### src/rtl/spi_adc_conversion_master_macros.svh
// assertion macros for the spi adc conversion master
`ifndef SPI_ADC_CONVERSION_MASTER_MACROS_SVH
`define SPI_ADC_CONVERSION_MASTER_MACROS_SVH

// same-cycle implication, checked at every clock edge outside reset
`define SACM_ASSERT_IMPLIES(label, clk, rst, ante, cons, msg) \
   label: assert property (@(posedge clk) disable iff (rst) (ante) |-> (cons)) \
      else $error(msg);

// next-cycle implication
`define SACM_ASSERT_NEXT(label, clk, rst, ante, cons, msg) \
   label: assert property (@(posedge clk) disable iff (rst) (ante) |=> (cons)) \
      else $error(msg);

`endif

### src/rtl/sacm_pkg.sv
// shared constants and types for the spi adc conversion master
package sacm_pkg;

   localparam int CODE_W     = 14;
   localparam int CHANNEL_W  = 3;
   localparam int COUNT_W    = 5;
   localparam int WAIT_W     = 8;
   localparam int PHASE_W    = 3;
   localparam int CSR_ADDR_W = 1;
   localparam int CSR_DATA_W = 8;

   localparam logic [COUNT_W-1:0] CMD_BITS        = 5'd5;
   localparam logic [COUNT_W-1:0] SHORT_READ_BITS = 5'(10 + 1);
   localparam logic [COUNT_W-1:0] LONG_READ_BITS  = 5'(13 + 1);

   localparam logic [WAIT_W-1:0] SAMPLE_WAIT_RESET = 8'd8;

   // register indexes
   localparam logic [CSR_ADDR_W-1:0] CSR_ADC_MODEL   = 1'd0;
   localparam logic [CSR_ADDR_W-1:0] CSR_SAMPLE_WAIT = 1'd1;

   typedef struct packed {
      logic              chip_select_n;
      logic              serial_clock;
      logic              mosi_out;
      logic              busy_res;
      logic              done_res;
      logic [CODE_W-1:0] code;
   } rsp_payload_type;

endpackage

### src/rtl/sacm_if.sv
// handshake channels of the spi adc conversion master

interface sacm_req_if;
   logic                              valid;
   logic                              ready;
   logic                              start_req;
   logic [sacm_pkg::CHANNEL_W-1:0]    channel;
   logic                              miso_in;

   modport source (output valid, output start_req, output channel, output miso_in,
                   input ready);
   modport sink   (input valid, input start_req, input channel, input miso_in,
                   output ready);
endinterface

interface sacm_rsp_if;
   logic                           valid;
   logic                           ready;
   logic                           chip_select_n;
   logic                           serial_clock;
   logic                           mosi_out;
   logic                           busy_res;
   logic                           done_res;
   logic [sacm_pkg::CODE_W-1:0]    code;

   modport source (output valid, output chip_select_n, output serial_clock,
                   output mosi_out, output busy_res, output done_res, output code,
                   input ready);
   modport sink   (input valid, input chip_select_n, input serial_clock,
                   input mosi_out, input busy_res, input done_res, input code,
                   output ready);
endinterface

interface sacm_csr_if;
   logic                              valid;
   logic                              ready;
   logic [sacm_pkg::CSR_ADDR_W-1:0]   index;
   logic [sacm_pkg::CSR_DATA_W-1:0]   data;

   modport source (output valid, output index, output data, input ready);
   modport sink   (input valid, input index, input data, output ready);
endinterface

### src/rtl/spi_adc_conversion_master.sv
// top level of the spi adc conversion master: tick sequencer and result buffer
//
// channel   dir  transfer carries
// req_chan  in   one half-bit tick: start_req, channel, miso_in
// rsp_chan  out  line levels after the tick, busy, done and raw code
// csr_chan  in   register write: index, data (always ready)
//
// the sequencer step is one level of logic on the state registers and a new tick is
// taken in every cycle while the skid register is empty
// results sit in an output register backed by one skid register, so a tick is still
// taken while a result waits; req ready drops only when both hold results
// reset is synchronous and active high; it idles the sequencer (clock high, chip
// select high) and loads the register defaults
`include "spi_adc_conversion_master_macros.svh"

module spi_adc_conversion_master (
   input  logic       clock,
   input  logic       reset,
   sacm_req_if.sink   req_chan,
   sacm_rsp_if.source rsp_chan,
   sacm_csr_if.sink   csr_chan
);

   // sequencer phases
   localparam logic [sacm_pkg::PHASE_W-1:0] PH_IDLE = 3'd0;
   localparam logic [sacm_pkg::PHASE_W-1:0] PH_CMD  = 3'd1;
   localparam logic [sacm_pkg::PHASE_W-1:0] PH_WAIT = 3'd2;
   localparam logic [sacm_pkg::PHASE_W-1:0] PH_DC   = 3'd3;
   localparam logic [sacm_pkg::PHASE_W-1:0] PH_READ = 3'd4;

   // configuration registers
   logic                              adc_model_ff;
   logic [sacm_pkg::WAIT_W-1:0]       sample_wait_ff;

   // sequencer state
   logic [sacm_pkg::PHASE_W-1:0]      phase_ff, phase_in;
   logic [sacm_pkg::COUNT_W-1:0]      bit_count_ff, bit_count_in;
   logic                              half_bit_ff, half_bit_in;
   logic [sacm_pkg::CODE_W-1:0]       shift_ff, shift_in;
   logic [sacm_pkg::CHANNEL_W-1:0]    channel_ff, channel_in;
   logic [sacm_pkg::WAIT_W-1:0]       wait_count_ff, wait_count_in;
   logic                              clock_level_ff, clock_level_in;
   logic                              dout_level_ff, dout_level_in;

   // result buffer
   sacm_pkg::rsp_payload_type         out_ff, skid_ff, result;
   logic                              out_valid_ff, skid_valid_ff;

   logic                              req_fire, rsp_fire;
   logic                              cmd_bit;
   logic                              done;
   logic [sacm_pkg::CODE_W-1:0]       code;
   logic [sacm_pkg::COUNT_W-1:0]      read_bits;
   logic [sacm_pkg::COUNT_W-1:0]      bit_count_inc;
   logic [sacm_pkg::WAIT_W-1:0]       wait_dec;

   assign req_chan.ready = ~skid_valid_ff;
   assign req_fire       = req_chan.valid & req_chan.ready;
   assign rsp_fire       = out_valid_ff & rsp_chan.ready;

   assign csr_chan.ready = 1'b1;

   // register writes, to be made only while idle; the block itself does not enforce this
   always_ff @(posedge clock) begin
      if (reset) begin
         adc_model_ff   <= 1'b0;
         sample_wait_ff <= sacm_pkg::SAMPLE_WAIT_RESET;
      end else if (csr_chan.valid) begin
         unique case (csr_chan.index)
            sacm_pkg::CSR_ADC_MODEL:   adc_model_ff   <= csr_chan.data[0];
            sacm_pkg::CSR_SAMPLE_WAIT: sample_wait_ff <= csr_chan.data;
            default: ;
         endcase
      end
   end

   assign read_bits     = adc_model_ff ? sacm_pkg::LONG_READ_BITS : sacm_pkg::SHORT_READ_BITS;
   assign bit_count_inc = bit_count_ff + 5'd1;
   assign wait_dec      = wait_count_ff - 8'd1;

   // command word: start, single-ended, then channel msb first
   always_comb begin
      case (bit_count_ff)
         5'd0, 5'd1: cmd_bit = 1'b1;
         5'd2:       cmd_bit = channel_ff[2];
         5'd3:       cmd_bit = channel_ff[1];
         default:    cmd_bit = channel_ff[0];
      endcase
   end

   // one tick of the sequencer
   always_comb begin
      phase_in       = phase_ff;
      bit_count_in   = bit_count_ff;
      half_bit_in    = half_bit_ff;
      shift_in       = shift_ff;
      channel_in     = channel_ff;
      wait_count_in  = wait_count_ff;
      clock_level_in = clock_level_ff;
      dout_level_in  = dout_level_ff;
      done           = 1'b0;
      code           = '0;

      unique case (phase_ff)
         PH_CMD: begin
            if (!half_bit_ff) begin
               clock_level_in = 1'b0;
               dout_level_in  = cmd_bit;
               half_bit_in    = 1'b1;
            end else begin
               clock_level_in = 1'b1;
               half_bit_in    = 1'b0;
               bit_count_in   = bit_count_inc;
               if (bit_count_inc >= sacm_pkg::CMD_BITS) begin
                  bit_count_in = '0;
                  if (sample_wait_ff == '0) begin
                     phase_in = PH_DC;
                  end else begin
                     wait_count_in = sample_wait_ff;
                     phase_in      = PH_WAIT;
                  end
               end
            end
         end
         PH_WAIT: begin
            clock_level_in = 1'b1;
            wait_count_in  = wait_dec;
            if (wait_dec == '0) begin
               phase_in = PH_DC;
            end
         end
         PH_DC: begin
            if (!half_bit_ff) begin
               clock_level_in = 1'b0;
               dout_level_in  = 1'b0;
               half_bit_in    = 1'b1;
            end else begin
               clock_level_in = 1'b1;
               half_bit_in    = 1'b0;
               bit_count_in   = '0;
               phase_in       = PH_READ;
            end
         end
         PH_READ: begin
            if (!half_bit_ff) begin
               // sample data-in in the clock-low half
               clock_level_in = 1'b0;
               shift_in       = {shift_ff[sacm_pkg::CODE_W-2:0], req_chan.miso_in};
               bit_count_in   = bit_count_inc;
               half_bit_in    = 1'b1;
            end else begin
               clock_level_in = 1'b1;
               half_bit_in    = 1'b0;
               if (bit_count_ff >= read_bits) begin
                  done         = 1'b1;
                  code         = shift_ff;
                  bit_count_in = '0;
                  phase_in     = PH_IDLE;
               end
            end
         end
         default: begin
            // idle, also recovers from an unused phase code
            phase_in       = PH_IDLE;
            clock_level_in = 1'b1;
            if (req_chan.start_req) begin
               channel_in   = req_chan.channel;
               shift_in     = '0;
               bit_count_in = '0;
               half_bit_in  = 1'b0;
               phase_in     = PH_CMD;
            end
         end
      endcase
   end

   always_comb begin
      result.chip_select_n = (phase_in == PH_IDLE);
      result.serial_clock  = clock_level_in;
      result.mosi_out      = dout_level_in;
      result.busy_res      = (phase_in != PH_IDLE);
      result.done_res      = done;
      result.code          = code;
   end

   always_ff @(posedge clock) begin
      if (reset) begin
         phase_ff       <= PH_IDLE;
         bit_count_ff   <= '0;
         half_bit_ff    <= 1'b0;
         shift_ff       <= '0;
         channel_ff     <= '0;
         wait_count_ff  <= '0;
         clock_level_ff <= 1'b1;
         dout_level_ff  <= 1'b0;
      end else if (req_fire) begin
         phase_ff       <= phase_in;
         bit_count_ff   <= bit_count_in;
         half_bit_ff    <= half_bit_in;
         shift_ff       <= shift_in;
         channel_ff     <= channel_in;
         wait_count_ff  <= wait_count_in;
         clock_level_ff <= clock_level_in;
         dout_level_ff  <= dout_level_in;
      end
   end

   // output register with a skid register behind it
   always_ff @(posedge clock) begin
      if (reset) begin
         out_valid_ff  <= 1'b0;
         skid_valid_ff <= 1'b0;
      end else if (skid_valid_ff) begin
         if (rsp_fire) begin
            skid_valid_ff <= 1'b0;
         end
      end else if (req_fire) begin
         if (!out_valid_ff || rsp_fire) begin
            out_valid_ff <= 1'b1;
         end else begin
            skid_valid_ff <= 1'b1;
         end
      end else if (rsp_fire) begin
         out_valid_ff <= 1'b0;
      end
   end

   always_ff @(posedge clock) begin
      if (skid_valid_ff) begin
         if (rsp_fire) begin
            out_ff <= skid_ff;
         end
      end else if (req_fire) begin
         if (!out_valid_ff || rsp_fire) begin
            out_ff <= result;
         end else begin
            skid_ff <= result;
         end
      end
   end

   assign rsp_chan.valid         = out_valid_ff;
   assign rsp_chan.chip_select_n = out_ff.chip_select_n;
   assign rsp_chan.serial_clock  = out_ff.serial_clock;
   assign rsp_chan.mosi_out      = out_ff.mosi_out;
   assign rsp_chan.busy_res      = out_ff.busy_res;
   assign rsp_chan.done_res      = out_ff.done_res;
   assign rsp_chan.code          = out_ff.code;

   // skid register only fills behind a held output
   `SACM_ASSERT_IMPLIES(a_skid_behind_out, clock, reset, skid_valid_ff, out_valid_ff, "skid holds a transfer with empty output register")
   // a full buffer takes no tick and keeps its skid entry until the output moves
   `SACM_ASSERT_NEXT(a_skid_holds, clock, reset, skid_valid_ff && !rsp_chan.ready, skid_valid_ff, "skid entry lost while output stalled")
   // command bit index stays within the command word
   `SACM_ASSERT_IMPLIES(a_cmd_count, clock, reset, phase_ff == PH_CMD, bit_count_ff < sacm_pkg::CMD_BITS, "command bit index out of range")
   // the wait phase always starts and stays on a bit boundary
   `SACM_ASSERT_IMPLIES(a_wait_aligned, clock, reset, phase_ff == PH_WAIT, !half_bit_ff && clock_level_ff, "wait phase off bit boundary")

endmodule

### src/flat_wrapper.sv
// flat-port wrapper written by rule: the top's interface ports become plain ports
module spi_adc_conversion_master_flat 
  (clock, reset, req_chan_valid, req_chan_start_req, req_chan_channel, req_chan_miso_in, req_chan_ready, rsp_chan_valid, rsp_chan_chip_select_n, rsp_chan_serial_clock, rsp_chan_mosi_out, rsp_chan_busy_res, rsp_chan_done_res, rsp_chan_code, rsp_chan_ready, csr_chan_valid, csr_chan_index, csr_chan_data, csr_chan_ready);
  sacm_req_if req_chan_i ();
  sacm_rsp_if rsp_chan_i ();
  sacm_csr_if csr_chan_i ();
  input  logic clock;
  input  logic reset;
  input wire logic [$bits(req_chan_i.valid)-1:0] req_chan_valid;
  input wire logic [$bits(req_chan_i.start_req)-1:0] req_chan_start_req;
  input wire logic [$bits(req_chan_i.channel)-1:0] req_chan_channel;
  input wire logic [$bits(req_chan_i.miso_in)-1:0] req_chan_miso_in;
  output wire logic [$bits(req_chan_i.ready)-1:0] req_chan_ready;
  output wire logic [$bits(rsp_chan_i.valid)-1:0] rsp_chan_valid;
  output wire logic [$bits(rsp_chan_i.chip_select_n)-1:0] rsp_chan_chip_select_n;
  output wire logic [$bits(rsp_chan_i.serial_clock)-1:0] rsp_chan_serial_clock;
  output wire logic [$bits(rsp_chan_i.mosi_out)-1:0] rsp_chan_mosi_out;
  output wire logic [$bits(rsp_chan_i.busy_res)-1:0] rsp_chan_busy_res;
  output wire logic [$bits(rsp_chan_i.done_res)-1:0] rsp_chan_done_res;
  output wire logic [$bits(rsp_chan_i.code)-1:0] rsp_chan_code;
  input wire logic [$bits(rsp_chan_i.ready)-1:0] rsp_chan_ready;
  input wire logic [$bits(csr_chan_i.valid)-1:0] csr_chan_valid;
  input wire logic [$bits(csr_chan_i.index)-1:0] csr_chan_index;
  input wire logic [$bits(csr_chan_i.data)-1:0] csr_chan_data;
  output wire logic [$bits(csr_chan_i.ready)-1:0] csr_chan_ready;
  assign req_chan_i.valid = req_chan_valid;
  assign req_chan_i.start_req = req_chan_start_req;
  assign req_chan_i.channel = req_chan_channel;
  assign req_chan_i.miso_in = req_chan_miso_in;
  assign req_chan_ready = req_chan_i.ready;
  assign rsp_chan_valid = rsp_chan_i.valid;
  assign rsp_chan_chip_select_n = rsp_chan_i.chip_select_n;
  assign rsp_chan_serial_clock = rsp_chan_i.serial_clock;
  assign rsp_chan_mosi_out = rsp_chan_i.mosi_out;
  assign rsp_chan_busy_res = rsp_chan_i.busy_res;
  assign rsp_chan_done_res = rsp_chan_i.done_res;
  assign rsp_chan_code = rsp_chan_i.code;
  assign rsp_chan_i.ready = rsp_chan_ready;
  assign csr_chan_i.valid = csr_chan_valid;
  assign csr_chan_i.index = csr_chan_index;
  assign csr_chan_i.data = csr_chan_data;
  assign csr_chan_ready = csr_chan_i.ready;
  spi_adc_conversion_master u_core (.clock(clock), .reset(reset), .req_chan(req_chan_i), .rsp_chan(rsp_chan_i), .csr_chan(csr_chan_i));
endmodule
### config.mk
export PLATFORM = sky130hd
export DESIGN_NAME = spi_adc_conversion_master_flat
export DESIGN_NICKNAME = d
export VERILOG_FILES = /design/src/rtl/sacm_pkg.sv /design/src/rtl/sacm_if.sv /design/src/rtl/spi_adc_conversion_master.sv /design/src/flat_wrapper.sv
export VERILOG_INCLUDE_DIRS = /design/src /design/src/rtl
export SDC_FILE = /design/constraint.sdc
export NUM_CORES = 1
export LEC_CHECK = 0
export ABC_AREA = 1
export BUFFER_PORTS_ARGS = -buffer_cell sky130_fd_sc_hd__clkbuf_2
export CAP_MARGIN = 20
export CORE_UTILIZATION = 55
export CTS_CLUSTER_SIZE = 10
export DETAILED_ROUTE_END_ITERATION = 8
export PLACE_DENSITY = 0.74
export SLEW_MARGIN = 10
export SYNTH_ARGS = -nofsm -noshare
export SYNTH_HDL_FRONTEND = slang
export SYNTH_SLANG_ARGS = --single-unit
### constraint.sdc
create_clock -name clock -period 3.65 [get_ports clock]
set_input_delay 0 -clock clock [delete_from_list [all_inputs] [get_ports clock]]
set_output_delay 0 -clock clock [all_outputs]
set_load 0.03 [all_outputs]
======== Word-level counts from Yosys, hierarchy flattened ========
Cells that the tools add are included.
word-level totals
  latch bits .............................. 0
  bits in writable memories ............... 0
  bits in read-only memories .............. 0
  register bits ........................... 84
  memories kept ........................... 0
cells by class
  equality and inequality tests ........... 15
  multipliers ............................. 0
  shift operators ......................... 0
  $lt $le $gt $ge ......................... 2
  add/sub/neg operators ................... 2
  div/mod/pow operators ................... 0
  reduce and logical (&&, ||, !) cells .... 28
  multiplexer cells ....................... 50
  bitwise logic cells ..................... 8
operators by type and width
  cell                                                   number
  2-to-1 mux 19 bit                                      4
  2-to-1 mux 14 bit                                      5
  2-to-1 mux 5 bit                                       6
  case mux 14 bit (2 select lines)                       1
  2-to-1 mux 8 bit                                       3
  2-to-1 mux 3 bit                                       7
  case mux 5 bit (4 select lines)                        1
  2-to-1 mux 1 bit                                       18
  logical NOT 8 bit                                      2
  case mux 8 bit (2 select lines)                        1
  AND reduction 3 bit                                    5
  case mux 3 bit (4 select lines)                        1
  nonzero test 2 bit                                     6
  == test 5 x 2 -> 1 bit, second input constant          2
  inequality test 2 bit, second input constant           4
  subtractor 8 x 1 -> 8 bit, second input constant       1
  == test 3 x 2 -> 1 bit, second input constant          2
  inequality test 2 x 1 -> 1 bit, second input constant  3
  inverter 1 bit                                         6
  AND reduction 6 bit                                    1
  OR reduction 3 bit                                     2
  adder 5 x 1 -> 5 bit, second input constant            1
  == test 5 x 1 -> 1 bit, second input constant          1
  >= comparator 5 x 3 -> 1 bit, second input constant    1
  other kinds (18)                                       21

======== Depth between registers and ports, before layout ========
  depth after elaboration ................. 9
  gate-level depth with buffers ........... 14
  depth with buffers taken out ............ 14

======== Least setup slack after synthesis ========
No wires, ideal clock.
  path kind ............................... register -> register
  start ................................... register u_core.skid_valid_ff
  end ..................................... register u_core.out_ff (netlist bit u_core.rsp_chan.busy_res) (enable)
  cell stages (with the launch flop) ...... 6
  slack ................................... 1.653 ns
  arrival time ............................ 1.602 ns
  setup time .............................. 0.395 ns
  path buffers ............................ 0
  path through ............................ dfxtp_1 > inv_2 > nand2_1 > inv_1 > a21oi_1 > nor2_1
between the ends
  word-level cells in the longest chain between the ends .. 4
RTL lines
  item                                      line                              source
  start, declared                           spi_adc_conversion_master.sv:47   logic out_valid_ff, skid_valid_ff;
  start signal, assigned                    spi_adc_conversion_master.sv:212  skid_valid_ff <= 1'b0;
  start signal, assigned                    spi_adc_conversion_master.sv:215  skid_valid_ff <= 1'b0;
  start signal, assigned                    spi_adc_conversion_master.sv:221  skid_valid_ff <= 1'b1;
  inverter 1 bit (no source line)           n/a
  AND 1 bit                                 spi_adc_conversion_master.sv:58   assign req_fire = req_chan.valid & req_chan.ready;
  nonzero test 2 bit (no source line)       n/a
  AND reduction 3 bit (no source line) (*)  n/a
  end signal, assigned                      spi_adc_conversion_master.sv:231  out_ff <= skid_ff;
  end signal, assigned                      spi_adc_conversion_master.sv:235  out_ff <= result;
  end, declared                             spi_adc_conversion_master.sv:46   sacm_pkg::rsp_payload_type out_ff, skid_ff, result;
Mark *: on every way between the ends. The rest lies on a longest branch, timed or not.
A chain may end at the register's enable or synchronous reset.

======== Worst setup path in the final report ========
  start ................................... register u_core.skid_valid_ff
  end ..................................... register u_core.skid_ff[0] (netlist bit) (enable)
between the ends
  word-level cells in the longest chain between the ends .. 3
RTL lines
  item                                      line                              source
  inverter 1 bit (no source line) (*)       n/a
  AND 1 bit                                 spi_adc_conversion_master.sv:58
  AND reduction 3 bit (no source line) (*)  n/a
  end signal, assigned                      spi_adc_conversion_master.sv:237  skid_ff <= result;
  end, declared                             spi_adc_conversion_master.sv:46
Marks and branches as above.

==> impl_metrics.py <==
metrics = {
    "outcome": {
        "status": "finished clean",
    },
    "cells_and_area": {
        "layout-drive-gt1-share": 0.166,
        "multi_input_area_um2": 1710,
        "fillers": 640,
        "diodes": 0,
        "layout.nets": 578,
        "seq_area_um2": 2060,
        "final_area_um2": 4720,
        "syn2layout_area_growth_pct": 15.0,
    },
    "synthesis": {
        "yosysWarnings": 0,
        "synth-seq-area-share": 0.502,
        "synth_largest_area_cell": "edfxtp_1",
        "muxShareOfSynthArea": 0,
        "synth_compound_gate_area_share": 0.137,
        "synth_top_family_by_area": "simple AND/OR/NAND/NOR gates",
        "synthTopCellsByArea": "edfxtp_1 28%, dfxtp_1 22%, nand2_1 12%, nor2_1 7.0%, inv_1 5.2%",
        "async_flop_share": 0,
        "synth_top_area_share": 0.278,
        "synthAdderAreaFrac": 0.0244,
        "syn_nets": 527,
        "synth_area_um2": 4110,
        "synthSimpleGateAreaFrac": 0.251,
        "synth_edf_count": 38,
        "syn_area_per_cell_um2": 8.21,
        "synth_xor_xnor_area_share": 0.00427,
        "synth_cell_types": 34,
        "ys_ff_latch": 84,
        "synthesis.instances": 500,
        "synthFlopType": "dfxtp_1",
    },
    "power": {
        "powerDensity_nw_per_um2": 466,
        "irDropWorstVdd_v": 0.000215,
        "pwr-share-clk": 0.339,
        "power.net_switching_mw": 0.630,
        "power.leakage_nw": 2.06,
        "switching_share": 0.286,
        "p_comb_frac": 0.168,
        "p_int_mw": 1.57,
        "power_frac_seq": 0.492,
    },
    "worst_setup_path": {
        "end_kind": "flip-flop",
        "reg2reg_slack_ns": 1.19,
        "r2r_start": "u_core.skid_valid_ff$_SDFF_PP0_",
        "arrival_ns": 2.45,
        "cp_max_fo": 22,
        "worst_r2r_endpoint": "u_core.skid_ff[0]$_DFFE_PP_",
        "worstSetupPathType": "flip-flop to flip-flop",
        "cp-start-kind": "flip-flop",
        "cp_data_required_time_ns": 3.64,
        "ff2ff_path_depth": 5,
    },
    "clock_tree": {
        "clk_root_buffer_cell": "clkbuf_8",
        "cts_buffers": 9,
        "cts_resized": 0,
        "cts_tree": "done",
        "clkSinkCount": 84,
        "cts_hold_buf": 16,
        "clk_latency_ns": 0.36,
        "clockBufferDepth": 2,
        "htreeDepth": 3,
        "clk_pin_slew_ns": 0.08,
        "post_cts_buffers": 0,
    },
    "route": {
        "drc": 0,
        "via_per_inst": 5.11,
        "drt_first_iter_violations": 168,
        "drtPass1Iterations": 4,
        "vias": 3341,
        "ant_nets": 0,
        "wl_per_cell_um": 12.6,
        "drt-total-wl_um": 8210,
    },
    "global_route": {
        "grt_usage": 0.231,
        "grt-ovfl-total": 0,
        "grt_pass1_vias": 3043,
        "grt_max_degree": 29,
        "grt_pass1_wl_um": 13700,
        "grt_antenna_before_repair": 0,
    },
    "floorplanning": {
        "num_rows": 31,
        "initial_core_util": 0.566,
        "io_pins": 41,
        "die_w_um": 88.4,
        "core_area_um2": 7250,
        "die-area_um2": 7820,
        "die_height_um": 88.4,
    },
    "timing": {
        "hold_viol": 0,
        "skew_ns": 0.00950,
        "fin_ws_ns": 1.19,
        "period_minus_slack_ns": 2.46,
        "slew_headroom": 0.488,
        "period_share": 0.675,
        "clock.fmax_mhz": 406,
        "fin_tns_setup_ns": 0,
        "setup_violations": 0,
        "final-max-slew-violation-count": 0,
        "tightestPinTransition_ns": 0.768,
        "rsz0062_at_grt": "false",
    },
    "worst_hold_path": {
        "min_path_cells": 3,
        "hold_class": "input pin to flip-flop",
        "hold_path_end": "u_core.sample_wait_ff[7]$_SDFFE_PP0P_",
        "hold_start": "csr_chan_index",
    },
    "place": {
        "dp_worst_setup_slack_ns": 1.17,
        "portBuffers": 39,
        "gp_congestion": 0.865,
        "place_area_um2": 4340,
        "dp_hpwl_um": 5600,
    },
    "run": {
        "max_cap_violations": 0,
    },
}
## cell usage after synthesis (3+ instances only)
master    instances
a211oi_2         14
inv_2             4
nand2_4           3
dfxtp_1          46
clkbuf_1          9
nand3_1          20
nor2_2            4
edfxtp_1         38
nand4_1           3
o21ai_0          27
a21oi_1          31
nand2_1         128
ha_1              8
nand2_2           4
o211ai_1          3
nor2_1           77
inv_1            57
buf_6             3
## kinds of logic (layout without fill, tap and decap cells)
family,Yosys count,count (layout)
simple gates,245,245
flops,84,84
compound gates,82,82
buf+inv,78,133
fa+ha+maj,8,8
xor+xnor,2,2
other cells,1,1
## routing by layer
layer	GRT usage	share of wire
met5	0	0
met4	0.0806	0.013
met3	0.0364	0.033
met2	0.407	0.52
met1	0.287	0.43
## sequential cells by signal (all words and copies together), names as in the netlist
signal	count
u_core.skid_ff	19
u_core.rsp_chan.code	14
u_core.shift_ff	14
u_core.sample_wait_ff	8
u_core.wait_count_ff	8
u_core.bit_count_ff	5
u_core.channel_ff	3
u_core.phase_ff	3
u_core.adc_model_ff	1
u_core.dout_level_ff	1
u_core.half_bit_ff	1
u_core.rsp_chan.busy_res	1
u_core.rsp_chan.chip_select_n	1
u_core.rsp_chan.done_res	1
u_core.rsp_chan.mosi_out	1
u_core.rsp_chan.serial_clock	1
u_core.rsp_chan.valid	1
u_core.skid_valid_ff	1
## worst max-delay path by stage
stage / to / cells past startpoint / slack (ns) / startpoint
after floorplan: u_core.rsp_chan.busy_res$_DFFE_PP_ / 5 / 1.65 / u_core.skid_valid_ff$_SDFF_PP0_
after global placement: u_core.skid_ff[11]$_DFFE_PP_ / 5 / 1.26 / u_core.skid_valid_ff$_SDFF_PP0_
after detailed placement: u_core.skid_ff[11]$_DFFE_PP_ / 5 / 1.17 / u_core.skid_valid_ff$_SDFF_PP0_
after CTS: u_core.skid_ff[4]$_DFFE_PP_ / 5 / 1.16 / u_core.skid_valid_ff$_SDFF_PP0_
after global routing: u_core.skid_ff[5]$_DFFE_PP_ / 5 / 0.92 / u_core.skid_valid_ff$_SDFF_PP0_
final: u_core.skid_ff[0]$_DFFE_PP_ / 5 / 1.19 / u_core.skid_valid_ff$_SDFF_PP0_
## power by group through the flow
| stage | sequential [mW] | clock (mW) | combinational (mW) |
|---|---|---|---|
| 6_report | 1.08 | 0.747 | 0.371 |
| 5_1_grt | 1.09 | 0.793 | 0.417 |
| 4_1_cts | 1.09 | 0.755 | 0.371 |
| 3_5_place_dp | 1.11 | 0 | 0.355 |
| 3_3_place_gp | 1.10 | 0 | 0.346 |
| 2_1_floorplan | 1.13 | 0 | 0.251 |
## cell usage in the layout (no fill, tap or decap), types with 2 or more instances in the layout
cell,synthesis,final
clkbuf_8,0,10
o211ai_1,3,3
nand4_1,3,3
nor2_1,77,77
dlygate4sd3_1,0,16
a31oi_1,2,2
nand3_1,20,20
nor2_4,2,2
nor3_1,2,2
inv_6,1,2
o21ai_0,27,27
dfxtp_1,46,46
clkbuf_2,0,39
nor2_2,4,4
nand2_1,128,128
a21oi_1,31,31
bufinv_16,0,2
inv_1,57,57
inv_2,4,4
a211oi_2,14,14
edfxtp_1,38,38
nand2_2,4,4
nand2_4,3,3
ha_1,8,8
## final cells by class
cell class / count / share of cell area
Tap cell: 99 / 0.0262
Inverter: 62 / 0.0503
Timing Repair Buffer: 56 / 0.0768
Clock inverter: 5 / 0.0180
Multi-Input combinational cell: 338 / 0.363
Sequential cell: 84 / 0.437
Clock buffer: 10 / 0.0291
## per-stage QoR
stage               std cells  total power [mW]   util  hold WS, ns
floorplan                 500              1.38      -        0.113
global placement          623              1.45  0.598        0.204
detailed placement        623              1.46  0.598        0.207
CTS                       654              2.21  0.651       0.0841
global route              654              2.30  0.651        0.132
finish                    654              2.20  0.651       0.0891
## worst max-delay path, stage by stage (launching register included)
cell and delay (ns):
dfxtp_1 0.54, inv_2 0.40, nand2_1 0.24, inv_1 0.26, nand2_1 0.10, inv_1 0.55
No activity file was read; power rests on OpenSTA's default activity.
